File: src/rtl/core/lttc_ram.sv
// Generic single-write, single-read synchronous RAM with registered read data.
module lttc_ram #(
  parameter int WIDTH = 8,
  parameter int DEPTH = 64,
  localparam int AW = (DEPTH > 1) ? $clog2(DEPTH) : 1
) (
  input  logic             clk,
  input  logic             wr_en,
  input  logic [AW-1:0]    wr_addr,
  input  logic [WIDTH-1:0] wr_data,
  input  logic             rd_en,
  input  logic [AW-1:0]    rd_addr,
  output logic [WIDTH-1:0] rd_data
);
  logic [WIDTH-1:0] mem [DEPTH];

  always_ff @(posedge clk) begin
    if (wr_en) begin
      mem[wr_addr] <= wr_data;
    end
  end

  always_ff @(posedge clk) begin
    if (rd_en) begin
      rd_data <= mem[rd_addr];
    end
  end
endmodule

File: config.mk
export PLATFORM = sky130hd
export DESIGN_NAME = lttc_ram
export DESIGN_NICKNAME = d
export VERILOG_FILES = /design/src/rtl/core/lttc_ram.sv
export SDC_FILE = /design/constraint.sdc
export NUM_CORES = 1
export LEC_CHECK = 0
export BUFFER_PORTS_ARGS = -buffer_cell sky130_fd_sc_hd__clkbuf_2
export CAP_MARGIN = 30
export CORE_AREA = 4 4 246 248
export CTS_CLUSTER_DIAMETER = 30
export DETAILED_ROUTE_END_ITERATION = 12
export DIE_AREA = 0 0 250 252
export SLEW_MARGIN = 30
export SYNTH_ARGS = -nofsm -noshare
export SYNTH_HDL_FRONTEND = slang
export SYNTH_SLANG_ARGS = --single-unit
File: constraint.sdc
create_clock -name clk -period 2.8 [get_ports clk]
set_input_delay 0.56 -clock clk [delete_from_list [all_inputs] [get_ports clk]]
set_output_delay 0.56 -clock clk [all_outputs]
set_load 0.02 [all_outputs]
## Yosys cells after proc, flatten, opt, wreduce, memory -nomap -nowiden

Memory sizes are Yosys's and may differ from the RTL's. A register that Yosys moved wholly into a read port is not among the register bits.
Index checks and enable logic that the tools add are counted.

| storage, ports and cells | value |
|---|---|
| input bits | 23 |
| RAM bits | 512 |
| bits in registers | 0 |
| memories kept | 1 |

| cells by class | value |
|---|---|
| muxes and demuxes | 2 |

Memories:

| name | words | width | rd ports | clocked after Yosys merged registers in | wr ports | RTL line | RTL |
|---|---|---|---|---|---|---|---|
| mem | 64 | 8 | 1 | 1 | 1 | 15 | `logic [WIDTH-1:0] mem [DEPTH];` |

Operators with widths:

| kind | number |
|---|---|
| 2-to-1 mux 1 bit | 2 |

## Logic depth before layout (Yosys ltp)

| logic depth | value |
|---|---|
| depth after elaboration | 2 |
| depth in mapped cells | 9 |

## Worst setup path after synthesis

OpenSTA, ideal clock, no wires.

| timing | value |
|---|---|
| kind | in2reg |
| start point | in rd_addr[1] |
| end point | reg rd_data[3] (read register of mem) (data pin) |
| buffers on the path | 3 |
| data arrival time | 2100 ps |
| setup time | 266 ps |
| stages | 7 |
| slack | 434 ps |
| cell sequence | buf_4 -> buf_2 -> buf_2 -> mux4_2 -> mux4_2 -> o21ai_1 -> o41ai_1 |

RTL lines:

| what | RTL line | RTL |
|---|---|---|
| from (decl) | 12 | `input logic [AW-1:0] rd_addr,` |
| to (decl) | 13 | `output logic [WIDTH-1:0] rd_data` |

==> results_dict.tcl <==
set metrics [dict create \
    clock_latency_ns 0.61 \
    design_area_sq_mm 0.0252 \
    cts_inserted_buffers 90 \
    met3_length_um 2740 \
    cap_violations 0 \
    worstSetupEndpointType "flip-flop" \
    rr_worst_depth 6 \
    ys.flop_type "edfxtp_1" \
    gr-total-overflow 0 \
    finalCriticalPeriod_ns 2.33 \
    hold_path_depth 1 \
    worst_pin_slew_ns 0.922 \
    slew_headroom_pct 38.5 \
    ys_ff_latch 520 \
    die_w_um 250 \
    synth_area_leaders "edfxtp_1 77%, mux4_2 14%, nor2_1 1.5%" \
    synth_xor_area_share_pct 0 \
    combPwrFrac_pct 4.2 \
    syn_to_final_growth_pct 24.7 \
    hold_start "rd_en" \
    grt_pass1_wl_um 70300 \
    drt_first_iter_violations 955 \
    p_sw_mw 4.42 \
    power_frac_clock_pct 53.5 \
    seqCellArea_sq_mm 0.0156 \
    tns_ns 0 \
    switching_share_pct 21.6 \
    async_flop_share_pct 0 \
    path_cells "mux4_2 -> mux2_2 -> o221a_2 -> nor3_1 -> buf_4 -> o32ai_1" \
    cp_data_arrival_time_ns 2.66 \
    die_area_sq_mm 0.0630 \
    fmax_ghz 0.430 \
    r2r_setup_slack_ns 0.47 \
    cp-start-kind "flip-flop" \
    antenna_found_initial 2 \
    synthAdderAreaFrac_pct 0 \
    cts_tree "built" \
    wl_per_cell_um 23.6 \
    worst_ep_required_time_ns 3.13 \
    grt_pass1_vias 10639 \
    hold_ws_ns 0.393 \
    htree_levels 3 \
    place.port_buffers 30 \
    pwr-share-seq_pct 42.3 \
    yosysSeqAreaShare_pct 77.1 \
    final.setup.worst_slack_ns 0.473 \
    cp_slowest_cell "mux4_2" \
    fillerInstances 5020 \
    rsz0062_at_grt "no" \
    dp_hpwl_um 29600 \
    cts_max_path_buffers 3 \
    synth_largest_area_cell "edfxtp_1" \
    place_ws_ns -0.0622 \
    route.vias.total 10217 \
    die_height_um 252 \
    crit_fanout 1 \
    vias_per_cell 5.12 \
    synth_top_family_by_area "multiplexers" \
    pin_count 31 \
    pwr_density_cell_mw_per_mm2 812 \
    grt_max_degree 65 \
    hold_end "rd_data[1]$_DFFE_PP_" \
    drtPass1Iterations 5 \
    ys_warn_count 0 \
    path_clk_slew_ns 0.05 \
    final_nets 1164 \
    finalSetupViolations 0 \
    grt_use_total_pct 15.0 \
    synth_most_common_cell "edfxtp_1" \
    dpl-instance-area_sq_mm 0.0222 \
    critPathKind "flip-flop to flip-flop" \
    hold_buffers 0 \
    dr.max_layer_used "met4" \
    slew_violations 0 \
    status "finished clean" \
    synthTopCellsByCount "520 x edfxtp_1, 126 x mux4_2, 83 x nor2_1, 23 x mux2i_1, 19 x nand2_1" \
    multi_input_area_sq_mm 0.00432 \
    p_int_mw 16.1 \
    dr_wl_met2_um 22800 \
    cts_setup_buffers 0 \
    routed_wl_um 47000 \
    synth_cell_types 39 \
    synth_fp_nets 963 \
    synthSimpleGateAreaFrac_pct 3.37 \
    cellLeakagePower_nw 8.30 \
    reg2reg_to "rd_data[6]$_DFFE_PP_" \
    hold_viol_final 0 \
    muxShareOfSynthArea_pct 15.9 \
    synth-edff-count 520 \
    cts-root-buf "clkbuf_16" \
    synth_area_per_cell_sq_um 21.5 \
    synth_top_cell_area_share_pct 77.1 \
    cts_sinks 520 \
    core_sq_mm 0.0585 \
    fin_worst_skew_ns 0.0158 \
    row_count 89 \
    synth_cells 940 \
    synth_compound_area_share_pct 2.06 \
    wl_met1_um 20400 \
    drive_gt1_share_pct 37.2 \
    worstHoldPathType "input port to flip-flop" \
    critPathMaxStageDelay_ns 0.46 \
    ir_drop_mv 0.508 \
    power_mw 20.5 \
    synth_area_sq_mm 0.0202 \
    fin_crit_sh_pct 83.1 \
    gp_congestion 0.785 \
    cts_resized 0 \
    r2r-start "mem[20][6]$_DFFE_PP_" \
    start_util_pct 34.6 \
    remaining_drc_errors 0 \
    ant_nets 0 \
]
## state kept, by name (all words and copies together), names as in the netlist
name	flops
mem	512
rd_data	8
## through the flow
step	std cells	utilization, %
floorplan	940	-
global placement	1822	37.9
detailed placement	1822	37.9
CTS	1992	43.2
global route	1992	43.2
finish	1994	43.2
## cell type report
cell class | count | share of cell area, %
diodes | 2 | 0.0198
clock buffers | 101 | 9.17
clock inverters | 69 | 3.06
multi-input cells | 369 | 17.1
flip-flops and latches | 520 | 61.9
well taps | 773 | 3.83
repair buffers | 160 | 4.96
## worst max-delay path by stage
stage / start / end / slack [ns] / cells past startpoint
floorplan: rd_addr[1] / rd_data[3]$_DFFE_PP_ / 0.43 / 7
global placement: rd_addr[0] / rd_data[6]$_DFFE_PP_ / -0.06 / 7
detailed placement: rd_addr[0] / rd_data[6]$_DFFE_PP_ / -0.06 / 7
CTS: mem[20][6]$_DFFE_PP_ / rd_data[6]$_DFFE_PP_ / 0.49 / 6
global route: mem[28][6]$_DFFE_PP_ / rd_data[6]$_DFFE_PP_ / 0.41 / 6
finish: mem[20][6]$_DFFE_PP_ / rd_data[6]$_DFFE_PP_ / 0.47 / 6
## logic make-up after synthesis
| kind of cell | count (synthesis) |
|---|---|
| and+or+nand+nor | 153 |
| muxes | 162 |
| buffers and inverters | 51 |
| AOI/OAI and AO/OA | 54 |
| DFF | 520 |
## routing by layer
| layer | up-vias | track usage (%) |
|---|---|---|
| li1 | 4400 | - |
| met1 | 5431 | 20.6 |
| met2 | 318 | 23.9 |
| met3 | 68 | 3.14 |
| met4 | 0 | 5.29 |
| met5 | - | 0 |
## power groups by stage
stage               clock network [mW]  logic, mW  registers [mW]
floorplan                            0      0.459            8.82
global placement                     0      0.851            8.82
detailed placement                   0      0.864            8.82
CTS                               11.1      0.866            8.67
global route                      11.6      0.911            8.67
finish                            11.0      0.855            8.67
## worst max-delay path, delay by kind of cell, from the launching register on
family,cells,cell delay [ns]
muxes,2,0.73
and+or+nand+nor,1,0.42
DFF,1,0.36
AOI/OAI and AO/OA,2,0.35
buffers and inverters,1,0.19
## placed cells by master (no fill, tap or decap), drive strengths merged, types with 2 or more instances in the layout
| cell | count |
|---|---|
| clkinvlp | 7 |
| clkinv | 29 |
| inv | 22 |
| mux4 | 126 |
| a211oi | 4 |
| nor4 | 2 |
| a22oi | 3 |
| a21oi | 3 |
| clkbuf | 126 |
| nand3b | 3 |
| nand2b | 7 |
| mux2 | 13 |
| nand2 | 19 |
| nand3 | 13 |
| a2111oi | 2 |
| o32ai | 2 |
| edfxtp | 520 |
| bufinv | 11 |
| o2bb2ai | 3 |
| nor2b | 14 |
| a221oi | 6 |
| nand4 | 2 |
| o21ai | 4 |
| mux2i | 23 |
| o21a | 2 |
| nor3 | 7 |
| buf | 135 |
| o221ai | 8 |
| nor2 | 83 |
| o22ai | 8 |
| diode | 2 |
| o2111ai | 3 |
| o41ai | 2 |
| o221a | 2 |
Power figures use the tool's default switching activity.
